[config.mk]
export PLATFORM = sky130hd
export DESIGN_NAME = tile_quad_mesh_emitter
export DESIGN_NICKNAME = d
export VERILOG_FILES = /design/src/rtl/tqme_pkg.sv /design/src/rtl/tile_quad_mesh_emitter.sv /design/src/rtl/tqme_vertex_unit.sv
export SDC_FILE = /design/constraint.sdc
export NUM_CORES = 1
export LEC_CHECK = 0
export BUFFER_PORTS_ARGS = -buffer_cell sky130_fd_sc_hd__clkbuf_2
export CORE_MARGIN = 3
export CORE_UTILIZATION = 35
export CTS_CLUSTER_SIZE = 30
export DETAILED_ROUTE_END_ITERATION = 10
export GPL_TIMING_DRIVEN = 0
export PLACE_DENSITY_LB_ADDON = 0.2
export SLEW_MARGIN = 10
export SYNTH_ARGS = -nofsm -noshare
export SYNTH_HDL_FRONTEND = slang
export SYNTH_SLANG_ARGS = --single-unit
[constraint.sdc]
create_clock -name clk_i -period 15.2 [get_ports clk_i]
set_input_delay 3.04 -clock clk_i [delete_from_list [all_inputs] [get_ports clk_i]]
set_output_delay 3.04 -clock clk_i [all_outputs]
set_load 0.005 [all_outputs]
[src/rtl/tqme_pkg.sv]
// ----------------------------------------------------------------------------
// tqme_pkg
// Shared types, constants and the wall block table of the tile quad emitter.
// ----------------------------------------------------------------------------
package tqme_pkg;

  localparam int unsigned CoordW   = 20;
  localparam int unsigned OutW     = 18;
  localparam int unsigned CountW   = 21;
  localparam int unsigned IndexW   = 20;
  localparam int unsigned NumSlots = 14;
  localparam int unsigned SlotW    = 4;

  localparam logic signed [CoordW-1:0] One = CoordW'(256);
  localparam logic [CountW-1:0] CountMax = {CountW{1'b1}};
  localparam logic [CountW-1:0] CapReset = CountW'(65536);

  localparam logic [3:0] WallNone     = 4'd0;
  localparam logic [3:0] WallBlockMax = 4'd6;
  localparam logic [3:0] WallDiagMin  = 4'd7;
  localparam logic [3:0] WallDiagMax  = 4'd10;

  typedef enum logic [1:0] {
    ST_IDLE,
    ST_PREP,
    ST_EMIT
  } state_e;

  // one quad: origin, spans, layer, slanted face select
  typedef struct packed {
    logic signed [CoordW-1:0] px;
    logic signed [CoordW-1:0] py;
    logic signed [CoordW-1:0] pz;
    logic signed [CoordW-1:0] ax;
    logic signed [CoordW-1:0] ay;
    logic signed [CoordW-1:0] az;
    logic [7:0]               layer;
    logic                     slant;
  } quad_t;

  typedef struct packed {
    logic [8:0] off_x;
    logic [8:0] off_z;
    logic [8:0] size_x;
    logic [8:0] size_z;
  } blk_t;

  function automatic blk_t blk_lookup(input logic [3:0] wtype);
    blk_t b;
    b = '0;
    case (wtype)
      4'd1: b = '{9'd0,   9'd0,   9'd256, 9'd256};
      4'd2: b = '{9'd0,   9'd0,   9'd256, 9'd128};
      4'd3: b = '{9'd0,   9'd128, 9'd256, 9'd128};
      4'd4: b = '{9'd0,   9'd0,   9'd128, 9'd256};
      4'd5: b = '{9'd128, 9'd0,   9'd128, 9'd256};
      4'd6: b = '{9'd64,  9'd64,  9'd128, 9'd128};
      default: b = '0;
    endcase
    return b;
  endfunction

endpackage

[src/rtl/tile_quad_mesh_emitter.sv]
// A fourteen-slot quad sequencer drives one shared vertex adder. A tile accept
// moves it to ST_PREP, which registers the slot mask; ST_EMIT then loads one
// vertex per cycle into the output register while the output is not stalled,
// skipping empty slots up to the last used one; new tiles are taken in ST_IDLE.
// Reset clears vertex count, overflow flag and sequencer; capacity to 65536.
// ----------------------------------------------------------------------------
// tile_quad_mesh_emitter
// Emits a grid tile's quad vertices, one vertex word per cycle unless stalled.
// ----------------------------------------------------------------------------
module tile_quad_mesh_emitter import tqme_pkg::*; (
  input  logic                   clk_i,
  input  logic                   rst_ni,
  input  logic                   cfg_we_i,
  input  logic [CountW-1:0]      cfg_wdata_i,
  input  logic                   in_valid_i,
  output logic                   in_ready_o,
  input  logic                   chunk_start_i,
  input  logic [7:0]             tile_x_i,
  input  logic [7:0]             tile_z_i,
  input  logic signed [15:0]     bot_height_i,
  input  logic signed [15:0]     top_height_i,
  input  logic [3:0]             wall_type_i,
  input  logic [7:0]             wall_texture_i,
  input  logic [15:0]            floor_ceiling_textures_i,
  input  logic [15:0]            window_textures_i,
  input  logic [3:0]             neighbor_present_i,
  input  logic [63:0]            neighbor_bot_heights_i,
  input  logic [63:0]            neighbor_top_heights_i,
  output logic                   out_valid_o,
  input  logic                   out_ready_i,
  output logic signed [OutW-1:0] pos_x_o,
  output logic signed [OutW-1:0] pos_y_o,
  output logic signed [OutW-1:0] pos_z_o,
  output logic signed [OutW-1:0] tex_u_o,
  output logic signed [OutW-1:0] tex_v_o,
  output logic [7:0]             layer_o,
  output logic [IndexW-1:0]      vertex_index_o,
  output logic                   last_vertex_o,
  output logic                   overflow_o
);

  state_e state_q, state_d;
  logic [CountW-1:0] cap_q, count_q, count_d;
  logic overflow_q, overflow_d;
  logic [SlotW-1:0] slot_q, slot_d;
  logic [1:0] k_q, k_d;
  logic [NumSlots-1:0] mask_q, mask_d;

  // captured tile
  logic [7:0] tx_q, tz_q, wtex_q;
  logic signed [15:0] bot_q, top_q;
  logic [3:0] wtype_q, pres_q;
  logic [15:0] fct_q, wint_q;
  logic [63:0] nbot_q, ntop_q;

  logic in_acc, out_free, emit;
  assign in_ready_o = (state_q == ST_IDLE);
  assign in_acc     = in_valid_i && in_ready_o;
  assign out_free   = !out_valid_o || out_ready_i;

  // operands
  logic signed [CoordW-1:0] xb, zb, bot, top, h;
  logic signed [CoordW-1:0] db [4];
  logic signed [CoordW-1:0] dt [4];
  assign xb  = {4'b0, tx_q, 8'b0};
  assign zb  = {4'b0, tz_q, 8'b0};
  assign bot = {{4{bot_q[15]}}, bot_q};
  assign top = {{4{top_q[15]}}, top_q};
  assign h   = top - bot;

  always_comb begin
    for (int i = 0; i < 4; i++) begin
      if (pres_q[i]) begin
        db[i] = {{4{nbot_q[16*i+15]}}, nbot_q[16*i +: 16]} - bot;
        dt[i] = {{4{ntop_q[16*i+15]}}, ntop_q[16*i +: 16]} - top;
      end else begin
        db[i] = '0;
        dt[i] = '0;
      end
    end
  end

  logic is_blk, is_diag, rising;
  logic [1:0] dflag;
  blk_t blk;
  logic signed [CoordW-1:0] sx, sz, wx, wz;
  assign is_blk  = (wtype_q != WallNone) && (wtype_q <= WallBlockMax);
  assign is_diag = (wtype_q >= WallDiagMin) && (wtype_q <= WallDiagMax);
  assign dflag   = 2'(wtype_q - WallDiagMin);
  assign rising  = (dflag == 2'd0) || (dflag == 2'd3);
  assign blk     = blk_lookup(wtype_q);
  assign sx = xb + CoordW'(blk.off_x);
  assign sz = zb + CoordW'(blk.off_z);
  assign wx = CoordW'(blk.size_x);
  assign wz = CoordW'(blk.size_z);

  always_comb begin
    mask_d = '0;
    mask_d[0]  = db[0] < 0;
    mask_d[1]  = dt[0] > 0;
    mask_d[2]  = db[1] < 0;
    mask_d[3]  = dt[1] > 0;
    mask_d[4]  = bot != top;
    mask_d[5]  = bot != top;
    mask_d[6]  = db[2] < 0;
    mask_d[7]  = dt[2] > 0;
    mask_d[8]  = db[3] < 0;
    mask_d[9]  = dt[3] > 0;
    mask_d[10] = is_blk || is_diag;
    mask_d[11] = is_blk || is_diag;
    mask_d[12] = is_blk || is_diag;
    mask_d[13] = is_blk;
  end

  quad_t q;
  logic [7:0] low_l, high_l;
  assign low_l  = wint_q[7:0];
  assign high_l = wint_q[15:8];

  always_comb begin
    q = '{px: xb, py: bot, pz: zb, ax: '0, ay: '0, az: '0, layer: '0, slant: 1'b0};
    case (slot_q)
      4'd0: begin q.ay = db[0]; q.az = One; q.layer = low_l; end
      4'd1: begin q.py = top; q.ay = dt[0]; q.az = One; q.layer = high_l; end
      4'd2: begin q.px = xb + One; q.ay = db[1]; q.az = One; q.layer = low_l; end
      4'd3: begin
        q.px = xb + One; q.py = top; q.ay = dt[1]; q.az = One; q.layer = high_l;
      end
      4'd4: begin q.ax = One; q.az = One; q.layer = fct_q[7:0]; end
      4'd5: begin q.py = top; q.ax = One; q.az = One; q.layer = fct_q[15:8]; end
      4'd6: begin q.ax = One; q.ay = db[2]; q.layer = low_l; end
      4'd7: begin q.py = top; q.ax = One; q.ay = dt[2]; q.layer = high_l; end
      4'd8: begin q.pz = zb + One; q.ax = One; q.ay = db[3]; q.layer = low_l; end
      4'd9: begin
        q.pz = zb + One; q.py = top; q.ax = One; q.ay = dt[3]; q.layer = high_l;
      end
      4'd10: begin
        q.layer = wtex_q; q.ay = h;
        if (is_blk) begin
          q.px = sx; q.pz = sz; q.az = wz;
        end else begin
          q.px = dflag[0] ? xb + One : xb; q.az = One;
        end
      end
      4'd11: begin
        q.layer = wtex_q; q.ay = h;
        if (is_blk) begin
          q.px = sx; q.pz = sz; q.ax = wx;
        end else begin
          q.pz = dflag[1] ? zb + One : zb; q.ax = One;
        end
      end
      4'd12: begin
        q.layer = wtex_q; q.ay = h;
        if (is_blk) begin
          q.px = sx + wx; q.pz = sz; q.az = wz;
        end else begin
          q.slant = 1'b1; q.az = One;
          q.px = rising ? xb + One : xb;
          q.ax = rising ? -One : One;
        end
      end
      4'd13: begin q.layer = wtex_q; q.px = sx; q.pz = sz + wz; q.ax = wx; q.ay = h; end
      default: q.layer = wtex_q;
    endcase
  end

  logic signed [OutW-1:0] vx, vy, vz, vu, vv;
  tqme_vertex_unit u_vertex (
    .quad_i   (q),
    .corner_i (k_q),
    .x_o      (vx),
    .y_o      (vy),
    .z_o      (vz),
    .u_o      (vu),
    .v_o      (vv)
  );

  logic slot_on, no_later, flag_now;
  logic [CountW:0] count_p4;
  assign slot_on  = mask_q[slot_q];
  assign no_later = ((mask_q >> slot_q) >> 1) == '0;
  assign count_p4 = {1'b0, count_q} + (CountW+1)'(4);
  assign flag_now = overflow_q || ((k_q == 2'd3) && (count_p4 > {1'b0, cap_q}));
  assign emit     = (state_q == ST_EMIT) && slot_on && out_free;

  always_comb begin
    state_d    = state_q;
    slot_d     = slot_q;
    k_d        = k_q;
    count_d    = count_q;
    overflow_d = overflow_q;
    case (state_q)
      ST_IDLE: begin
        if (in_acc) begin
          state_d = ST_PREP;
          if (chunk_start_i) begin
            count_d    = '0;
            overflow_d = 1'b0;
          end
        end
      end
      ST_PREP: begin
        slot_d  = '0;
        k_d     = 2'd3;
        state_d = (mask_d == '0) ? ST_IDLE : ST_EMIT;
      end
      ST_EMIT: begin
        if (!slot_on) begin
          if (slot_q == SlotW'(NumSlots - 1)) state_d = ST_IDLE;
          else slot_d = slot_q + 1'b1;
        end else if (out_free) begin
          overflow_d = flag_now;
          if (count_q != CountMax) count_d = count_q + 1'b1;
          k_d = k_q - 1'b1;
          if (k_q == 2'd0) begin
            if (no_later) state_d = ST_IDLE;
            else slot_d = slot_q + 1'b1;
          end
        end
      end
      default: state_d = ST_IDLE;
    endcase
  end

  always_ff @(posedge clk_i or negedge rst_ni) begin
    if (!rst_ni) begin
      state_q     <= ST_IDLE;
      cap_q       <= CapReset;
      count_q     <= '0;
      overflow_q  <= 1'b0;
      slot_q      <= '0;
      k_q         <= 2'd3;
      mask_q      <= '0;
      out_valid_o <= 1'b0;
    end else begin
      state_q    <= state_d;
      count_q    <= count_d;
      overflow_q <= overflow_d;
      slot_q     <= slot_d;
      k_q        <= k_d;
      if (cfg_we_i) cap_q <= cfg_wdata_i;
      if (state_q == ST_PREP) mask_q <= mask_d;
      if (emit) out_valid_o <= 1'b1;
      else if (out_ready_i) out_valid_o <= 1'b0;
    end
  end

  always_ff @(posedge clk_i) begin
    if (in_acc) begin
      tx_q   <= tile_x_i;
      tz_q   <= tile_z_i;
      bot_q  <= bot_height_i;
      top_q  <= top_height_i;
      wtype_q <= wall_type_i;
      wtex_q <= wall_texture_i;
      fct_q  <= floor_ceiling_textures_i;
      wint_q <= window_textures_i;
      pres_q <= neighbor_present_i;
      nbot_q <= neighbor_bot_heights_i;
      ntop_q <= neighbor_top_heights_i;
    end
    if (emit) begin
      pos_x_o        <= vx;
      pos_y_o        <= vy;
      pos_z_o        <= vz;
      tex_u_o        <= vu;
      tex_v_o        <= vv;
      layer_o        <= q.layer;
      vertex_index_o <= count_q[IndexW-1:0];
      last_vertex_o  <= (k_q == 2'd0) && no_later;
      overflow_o     <= flag_now;
    end
  end

`ifndef SYNTHESIS
  a_mid_quad_on: assert property (@(posedge clk_i) disable iff (!rst_ni)
    (state_q == ST_EMIT && k_q != 2'd3) |-> mask_q[slot_q])
    else $error("partial quad in disabled slot");
  a_flag_sticky: assert property (@(posedge clk_i) disable iff (!rst_ni)
    (overflow_q && !(in_acc && chunk_start_i)) |=> overflow_q)
    else $error("overflow flag dropped");
  a_prep_follows: assert property (@(posedge clk_i) disable iff (!rst_ni)
    in_acc |=> (state_q == ST_PREP && !in_ready_o))
    else $error("tile accept not followed by prep");
`endif

endmodule

[src/rtl/tqme_vertex_unit.sv]
// ----------------------------------------------------------------------------
// tqme_vertex_unit
// Shared adder unit: one vertex of a quad from its corner code.
// ----------------------------------------------------------------------------
module tqme_vertex_unit import tqme_pkg::*; (
  input  quad_t                 quad_i,
  input  logic [1:0]            corner_i,
  output logic signed [OutW-1:0] x_o,
  output logic signed [OutW-1:0] y_o,
  output logic signed [OutW-1:0] z_o,
  output logic signed [OutW-1:0] u_o,
  output logic signed [OutW-1:0] v_o
);

  logic signed [CoordW-1:0] dx, dy, dz, u, v;
  logic k0, k1;

  assign k0 = corner_i[0];
  assign k1 = corner_i[1];

  always_comb begin
    dx = '0;
    dy = '0;
    dz = '0;
    if (quad_i.slant) begin
      dx = k0 ? quad_i.ax : '0;
      dy = k1 ? quad_i.ay : '0;
      dz = k0 ? quad_i.az : '0;
      u  = k0 ? One : '0;
      v  = dy;
    end else if (quad_i.ax == '0) begin
      dy = k0 ? quad_i.ay : '0;
      dz = k1 ? quad_i.az : '0;
      u  = quad_i.pz + dz;
      v  = quad_i.py + dy;
    end else if (quad_i.ay == '0) begin
      // horizontal plane: v runs along z
      dx = k0 ? quad_i.ax : '0;
      dz = k1 ? quad_i.az : '0;
      u  = quad_i.px + dx;
      v  = quad_i.pz + dz;
    end else begin
      dx = k0 ? quad_i.ax : '0;
      dy = k1 ? quad_i.ay : '0;
      u  = quad_i.px + dx;
      v  = quad_i.py + dy;
    end
  end

  logic signed [CoordW-1:0] sx, sy, sz;
  assign sx = quad_i.px + dx;
  assign sy = quad_i.py + dy;
  assign sz = quad_i.pz + dz;

  assign x_o = sx[OutW-1:0];
  assign y_o = sy[OutW-1:0];
  assign z_o = sz[OutW-1:0];
  assign u_o = u[OutW-1:0];
  assign v_o = v[OutW-1:0];

endmodule
## Word-level counts from Yosys, hierarchy flattened

Index checks and enable logic that the tools add are counted.

| cells by class | value |
|---|---|
| shift-type cells | 1 |
| add/sub/neg operators | 27 |
| order comparisons | 13 |
| reductions and logical operators | 38 |
| equality and inequality tests | 36 |
| multiplexer cells | 80 |

Operators with widths:

| kind | number |
|---|---|
| $mux 18 | 18 |
| $pmux 35 s6 | 1 |
| $mux 20 | 10 |
| $pmux 20 s9 | 1 |
| $sub 16x16->17 | 9 |
| $add 18x18->18 | 7 |
| $mux 21 | 5 |
| $pmux 18 s5 | 1 |
| $mux 17 | 5 |
| $gt 20x1->1 const B | 4 |
| $lt 20x1->1 const B | 4 |
| $pmux 20 s4 | 1 |
| $pmux 18 s4 | 1 |
| $mux 9 | 5 |
| $pmux 21 s2 | 1 |
| $logic_not 20->1 | 2 |
| $mux 37 | 1 |
| $add 17x9->18 | 2 |
| $add 16x9->17 | 2 |
| $add 16x9->17 const B | 2 |
| $pmux 8 s4 | 1 |
| $eq 4x3->1 const B | 7 |
| $logic_not 14->1 | 2 |
| $eq 4x4->1 const B | 6 |
| other kinds (44) | 97 |

| storage, ports and cells | value |
|---|---|
| bits of input ports | 251 |
| flip-flop bits (word level) | 410 |
| word-level logic and storage cells | 223 |
| output and inout port bits | 122 |

## Depth between registers and ports, before layout

Gate-level depths: netlist (run 1).

| depth | value |
|---|---|
| word-level depth | 10 |
| gate-level depth with buffers | 31 |
| mapped depth without buffers | 28 |

## Hierarchy

A second synthesis (run 1) with hierarchy kept.

| second synthesis, totals | value |
|---|---|
| cell total of the unflattened synthesis | 3,181 |
| area, all modules | 30,593.1 um2 |

Modules (own cells, without submodules):

| module | cells an instance | area each (um2) | instances | sequential area each (um2) |
|---|---|---|---|---|
| tile_quad_mesh_emitter | 2,175 | 23,681.5 | 1 | 11,910.2 |
| tqme_vertex_unit | 1,006 | 6,911.6 | 1 | 0.0 |

## Least setup slack after synthesis (run 1)

No wires, ideal clock.

| timing | value |
|---|---|
| path kind | input to register |
| from | in in_valid_i |
| to | reg count_q[18] |
| setup slack | 5.276 ns |
| stages | 8 |
| data required time | 15.068 ns |
| buffers on the path | 1 |
| arrival | 9.792 ns |
| setup time | 0.132 ns |
| path through | and2_1 nand2_1 nand2_1 and2_1 clkbuf_1 nor2b_1 xnor2_1 nor2_1 |

| on the way | value |
|---|---|
| cells in the longest elaborated chain, start to end | 3 |

Ends and longest elaborated chain:

| item | line | RTL |
|---|---|---|
| start: declaration | tile_quad_mesh_emitter.sv:15 | `input logic in_valid_i,` |
| $logic_and 1x1->1 | tile_quad_mesh_emitter.sv:58 | `assign in_acc = in_valid_i && in_ready_o;` |
| $ne 2x1->1 (no source line) | n/a |  |
| $reduce_and 6->1 (no source line) | n/a |  |
| end signal: assignment | tile_quad_mesh_emitter.sv:238 | `count_q <= count_d;` |
| end: declaration | tile_quad_mesh_emitter.sv:43 | `logic [CountW-1:0] cap_q, count_q, count_d;` |

No other way between the ends.
A chain may end at the register's enable or synchronous reset.

## Worst setup path after layout (run 1)

| timing | value |
|---|---|
| from | reg slot_q[0] |
| to | reg pos_y_o[16] (data pin) |

| on the way | value |
|---|---|
| cells in the longest elaborated chain, start to end | 8 |
| elaborated cells on any way between the ends | 29 |
| classes of those cells | add/sub: 1; eq/ne: 13; mux: 9; reduce/logical: 6 |

Ends and longest elaborated chain:

| item | line | RTL |
|---|---|---|
| start: declaration | tile_quad_mesh_emitter.sv:45 | `logic [SlotW-1:0] slot_q, slot_d;` |
| start signal: assignment | tile_quad_mesh_emitter.sv:240 | `slot_q <= slot_d;` |
| $eq 4x4->1 | tile_quad_mesh_emitter.sv:122 | `case (slot_q)` |
| $reduce_or 4->1 (no source line) | n/a |  |
| $pmux 20 s9 | tile_quad_mesh_emitter.sv:122 |  |
| $logic_not 20->1 / $mux 18 (equally long branches) | tqme_vertex_unit.sv:36, tqme_vertex_unit.sv:27, tqme_vertex_unit.sv:44 |  |
| $mux 18 | tqme_vertex_unit.sv:36 | `end else if (quad_i.ay == '0) begin` |
| $mux 18 | tqme_vertex_unit.sv:31 | `end else if (quad_i.ax == '0) begin` |
| $mux 18 | tqme_vertex_unit.sv:25 | `if (quad_i.slant) begin` |
| $add 18x18->18 * | tqme_vertex_unit.sv:52 | `assign sy = quad_i.py + dy;` |
| named net u_vertex.sy[16] | tqme_vertex_unit.sv:50 | `logic signed [CoordW-1:0] sx, sy, sz;` |
| end signal: assignment | tile_quad_mesh_emitter.sv:265 | `pos_y_o <= vy;` |
| end: declaration | tile_quad_mesh_emitter.sv:32 | `output logic signed [OutW-1:0] pos_y_o,` |

Mark *: on every way through the listed nets, which the timed path passes. The rest lies on a longest branch.

==> results of run 1 <==
[area by class of cell]
| cell class | instances | area (um2) | area share, % |
|---|---|---|---|
| clock inverter | 26 | 367 | 1.10 |
| tap | 1060 | 1330 | 3.98 |
| clock buffer | 54 | 1160 | 3.47 |
| multi-input combinational | 2342 | 16100 | 48.3 |
| timing repair buffer | 361 | 1920 | 5.77 |
| sequential | 389 | 11400 | 34.1 |
| inverter | 155 | 587 | 1.76 |
| buffer | 114 | 507 | 1.52 |
[synthesized netlist by cell type (all sizes together) (26+ instances only)]
cell type,n
a31oi,38
a211oi,26
nor3,60
dfrtp,60
edfxtp,326
o21a,42
nand2,248
a21o,58
nand3,73
nand2b,49
ha,257
a21oi,206
nor2,247
nor2b,50
o22ai,38
inv,155
and3,34
o21ai,199
xnor2,115
nand4,35
clkbuf,84
or3,31
buf,30
xor2,72
o31ai,27
a22oi,33
and2,42
[worst max-delay path, delay by kind of cell (launching register included)]
family	cells	cell delay (ps)
buffers and inverters	6	2000
AOI/OAI and AO/OA	13	2970
xor gates and xnor gates	1	80
DFF	1	410
adders and majority gates	3	740
and+or+nand+nor	7	2400
[sequential cells by signal, summed over array words and instances (netlist names), 16 cells and up]
name,flops
fct_q,16
bot_q,16
ntop_q,64
wint_q,16
top_q,16
nbot_q,64
vertex_index_o,20
count_q,21
tex_v_o,18
cap_q,21
pos_y_o,18
[power by group]
group | switching [mW] | total (mW) | internal [mW]
clock network | 0.443 | 1.11 | 0.667
logic | 2.53 | 4.01 | 1.48
registers | 0.148 | 1.71 | 1.56
total | 3.13 | 6.83 | 3.70
[logic make-up (layout without fill, tap and decap cells)]
kind of cell / Yosys count / count (layout) / synth area share [%]
AOI/OAI and AO/OA: 888 / 888 / 20.5
xor gates and xnor gates: 187 / 187 / 5.75
adders and majority gates: 275 / 275 / 12.5
buffers and inverters: 269 / 710 / 3.82
DFF: 389 / 389 / 39.9
muxes: 27 / 27 / 1.15
other: 1 / 18 / 0.0132
and+or+nand+nor: 947 / 947 / 16.3
[routing by layer]
metal | up-vias | track usage (%) | wire (um)
met5 | - | 0 | 0
met4 | 0 | 7.00 | 3290
met3 | 142 | 3.70 | 6670
met2 | 852 | 38.3 | 47700
met1 | 11900 | 31.3 | 44800
li1 | 12000 | - | -
[stage by stage]
stage	util, %	total power, mW	setup slack (ps)	instance area [um2]	cells
final	41.4	6.83	6320	33400	4501
after CTS	41.4	6.82	6450	33300	4500
after detailed placement	39.5	5.68	6460	31800	4420
after global routing	41.4	7.31	5790	33400	4501
after floorplan	-	4.39	5280	28600	3000
after global placement	39.3	5.72	1480	31700	4414
[final timing paths]
kind,startpoint,endpoint,slack [ps]
max in group asynchronous,rst_ni,k_q[1],12230
min reg2reg,overflow_q,overflow_q,500
min,overflow_q,overflow_q,500
min in group asynchronous,rst_ni,count_q[12],2350
max,slot_q[0],pos_y_o[16],6320
max reg2reg,slot_q[0],pos_y_o[16],6320
==> impl_metrics.json, run 1 <==
{
  "status": "finished clean",
  "power.density_nw_per_um2": 205,
  "cp.required_ps": 15540,
  "min_period_ps": 8880,
  "final_common_cell": "clkbuf_2",
  "die_area_um2": 84900,
  "cts-hold-fix-buffers": 0,
  "crit_fanout": 10,
  "ys.flop_type": "edfxtp_1",
  "ir_drop_mv": 0.126,
  "drive_gt1_share_pct": 14.4,
  "leakagePower_nw": 14.0,
  "synth_area_leaders": "edfxtp_1 34%, ha_1 11%, dfrtp_1 5.3%",
  "relSlewSlack_pct": 13.1,
  "cts.sinks": 389,
  "whs_path_depth": 1,
  "grt_pass1_vias": 23500,
  "cts_setup_buffers": 0,
  "min_period_over_period_pct": 58.4,
  "viasPerCell": 5.53,
  "final_cell_mix": "353 x clkbuf_2, 326 x edfxtp_1, 257 x ha_1",
  "seq_area_frac_synth_pct": 39.9,
  "grt_max_degree": 66,
  "row_count": 104,
  "ant_nets": 0,
  "drc": 0,
  "grt_use_total_pct": 23.2,
  "async_flop_share_pct": 16.2,
  "dp_hpwl_um": 83300,
  "tns_ps": 0,
  "syn_area_um2": 28500,
  "clock.fmax_mhz": 113,
  "insertedDiodeCount": 0,
  "synth_top_area_share_pct": 34.4,
  "cts_made_buffers": 44,
  "hold_path_class": "register to register",
  "synth.distinct_cells": 93,
  "port_buffers": 354,
  "whs_ps": 504,
  "ff2ff_path_depth": 30,
  "gp_congestion": 0.951,
  "wl_per_cell_um": 22.8,
  "ioPinCount": 373,
  "worst_ep_arrival_time_ps": 9230,
  "ctsResizeCount": 0,
  "fillers": 8027,
  "endpoint_kind": "register",
  "critPathLaunchType": "register",
  "ys_ff_latch": 389,
  "synth_top_area_cell": "edfxtp_1",
  "synthCells": 2983,
  "fp.dieH_um": 291,
  "htree_levels": 2,
  "finClkSkew_ps": 31.0,
  "initial_core_util_pct": 35.4,
  "drt-pass1-iter-count": 6,
  "syn2layout_area_growth_pct": 17.0,
  "worst_path_most_repeated_cell": "o21ai_0",
  "cap_violations": 0,
  "routed_wl_um": 102000,
  "worst_pin_slew_ps": 1290,
  "clk_latency_ps": 600,
  "antenna_found_initial": 1,
  "maxSlewViolCount": 0,
  "num_vias": 24900,
  "synth_enable_flop_cells": 326,
  "overflow": 0,
  "cts_tree": "yes",
  "setup_viol": 0,
  "cp_slowest_stage_delay_ps": 750,
  "grt_pass1_wl_um": 149000,
  "hold_viol_final": 0,
  "dieWidth_um": 291,
  "nets": 3933,
  "ys_warn_count": 0,
  "drt-initial-drc-count": 2400,
  "coreArea_um2": 80500,
  "syn_area_per_cell_um2": 9.55,
  "rsz0062_at_grt": "false",
  "cts_root_buffer": "clkbuf_16",
  "path_clk_slew_ps": 60,
  "crit_type": "register to register",
  "cpMaxStageDelayCell": "nand4b_1",
  "clock_path_buffers": 3
}
No activity file was read; power rests on OpenSTA's default activity.
==> run 2: changes to the inputs <==
ABC_AREA = 1   (was unset)
clock period = 9 ns   (was 15.2 ns; I/O delays follow)
==> run 2 against run 1 <==
  * Count of clock-buffer cells in the layout up 10
  * Area after synthesis up 8.4%
  * Routed wire length up 6.7%
  * Utilization down 0.25 points
  * Die area up 8.2%
  * Non-clock buffer count down 29
  * Register-to-register slack worse by 4500 ps
  * Hold slack worse by 38 ps
  * Worst setup slack worse by 4500 ps
  * Critical path depth up 1
  * Combinational power up 46%
  * Critical path type unchanged
==> impl_metrics.json, run 2 <==
{
  "status": "finished clean",
  "worst_ep_arrival_time_ps": 7560,
  "htree_levels": 2,
  "finClkSkew_ps": 29.0,
  "power.density_nw_per_um2": 290,
  "crit_type": "register to register",
  "syn_area_um2": 30900,
  "endpoint_kind": "register",
  "dieWidth_um": 303,
  "critPathLaunchType": "register",
  "viasPerCell": 5.03,
  "ir_drop_mv": 0.183,
  "clk_latency_ps": 620,
  "coreArea_um2": 87200,
  "setup_viol": 0,
  "final_core_util_pct": 41.2,
  "num_vias": 29000,
  "ctsResizeCount": 0,
  "cts_made_buffers": 46,
  "row_count": 108,
  "ys_warn_count": 0,
  "muxShareOfSynthArea_pct": 0.0689,
  "dp.cells": 5687,
  "relSlewSlack_pct": 17.0,
  "cts_root_buffer": "clkbuf_16",
  "async_flop_share_pct": 16.2,
  "tns_ps": 0,
  "synth.distinct_cells": 72,
  "syn_area_per_cell_um2": 7.45,
  "fp.dieH_um": 303,
  "synth_enable_flop_cells": 326,
  "nets": 5106,
  "cts_tree": "yes",
  "die_area_um2": 91900,
  "routed_wl_um": 109000,
  "grt_use_total_pct": 23.5,
  "path_clk_slew_ps": 60,
  "ioPinCount": 373,
  "grt_max_degree": 34,
  "ys.flop_type": "edfxtp_1",
  "clock.fmax_mhz": 138,
  "whs_ps": 466,
  "grt_pass1_vias": 27800,
  "synthAdderAreaFrac_pct": 11.6,
  "port_buffers": 354,
  "reg_top3": "nbot_q: 64 flops, ntop_q: 64 flops",
  "overflow": 0,
  "synth_top_family_by_area": "simple AND/OR/NAND/NOR gates",
  "final_common_cell": "nand2_1",
  "cts_setup_buffers": 0,
  "seq_area_frac_synth_pct": 36.8,
  "drive_gt1_share_pct": 12.2,
  "synth_commonest_cells": "1,185 x nand2_1, 608 x inv_1, 370 x nor2_1",
  "fin_cells": 5770,
  "cp.required_ps": 9330,
  "hold_path_class": "register to register",
  "cts.sinks": 389,
  "syn2layout_area_growth_pct": 16.1,
  "hold_viol_final": 0,
  "crit_fanout": 11,
  "final_cell_mix": "1,185 x nand2_1, 608 x inv_1, 368 x nor2_1",
  "synth_compound_area_share_pct": 10.0,
  "synth.most_common_cell": "nand2_1",
  "min_period_ps": 7230,
  "cp_slowest_stage_delay_ps": 600,
  "cap_violations": 0,
  "ys_ff_latch": 389,
  "synth_area_leaders": "edfxtp_1 32%, nand2_1 14%, ha_1 10%",
  "worst_path_most_repeated_cell": "nand2_1",
  "initial_core_util_pct": 35.4,
  "antenna_found_initial": 4,
  "synth_xor_area_share_pct": 2.61,
  "rsz0062_at_grt": "false",
  "wl_per_cell_um": 18.9,
  "min_period_over_period_pct": 80.4,
  "drt-pass1-iter-count": 6,
  "leakagePower_nw": 17.7,
  "maxSlewViolCount": 0,
  "gp_congestion": 0.964,
  "grt_pass1_wl_um": 164000,
  "synth_top_area_cell": "edfxtp_1",
  "yosys.area_share.simple_pct": 29.9,
  "clock_path_buffers": 3,
  "cts-hold-fix-buffers": 0,
  "drc": 0,
  "cpMaxStageDelayCell": "a21oi_1",
  "drt-initial-drc-count": 2229,
  "synth_top_area_share_pct": 31.7,
  "ant_nets": 0,
  "dp_hpwl_um": 89500,
  "worst_pin_slew_ps": 1240,
  "synthCells": 4148
}
-- run 2: changes by cell type in the layout (fill, tap and decap cells not counted), sizes merged, moves of 83 or more --
cell / change
nand3: +233
nor2: +143
nand4: +83
inv: +466
xnor2: -92
nand2: +955
-- run 2: layout make-up --
class / count / area [um2]
Clock inverter: 17 / 174
Inverter: 623 / 2340
Timing Repair Buffer: 367 / 2040
Sequential cell: 389 / 11400
Multi-Input combinational cell: 3074 / 16800
Antenna cell: 2 / 5.00
Tap cell: 1155 / 1450
Fill cell: 9151 / 51300
Buffer: 79 / 449
Clock buffer: 64 / 1240
-- run 2: path summary, 6_finish.rpt --
kind	from	end	slack [ps]	depth (start not counted)
max	slot_q[1]	tex_v_o[14]	1770	31
min	count_q[19]	vertex_index_o[19]	470	0
max reg2reg	slot_q[1]	tex_v_o[14]	1770	31
min reg2reg	count_q[19]	vertex_index_o[19]	470	0
max in group asynchronous	rst_ni	k_q[0]	7190	2
min in group asynchronous	rst_ni	count_q[16]	1190	1
-- run 2: cells by family after synthesis --
kind of cell,Yosys count
DFF,389
and+or+nand+nor,2140
AOI/OAI and AO/OA,547
xor gates and xnor gates,92
buffers and inverters,702
other,1
muxes,2
adders and majority gates,275
-- run 2: metal layers --
| layer | wire length [um] | track usage [%] | vias up |
|---|---|---|---|
| li1 | - | - | 14600 |
| met1 | 47400 | 31.2 | 13300 |
| met2 | 51800 | 39.8 | 915 |
| met3 | 6680 | 2.88 | 157 |
| met4 | 3420 | 7.41 | 2 |
| met5 | 13 | 0 | - |
-- run 2: where the power goes --
group / switching [mW] / internal [mW] / total (mW)
clock: 0.765 / 1.02 / 1.79
sequential: 0.229 / 2.55 / 2.77
combinational: 3.91 / 1.94 / 5.84
-- run 2: worst max-delay path, delay by kind of cell (launching register included) --
family          cells  cell delay, ps
compound gates      8            1910
fa+ha+maj           3            1090
buf+inv             8            1760
flops               1             480
simple gates       12            1710
-- run 2: stage by stage --
stage	power [mW]	worst slack (ps)	instance area (um2)
floorplan	6.75	830	31000
global placement	8.58	-2190	34200
detailed placement	8.58	2000	34500
CTS	10.4	1980	35900
global route	11.3	1300	35900
finish	10.4	1770	35900
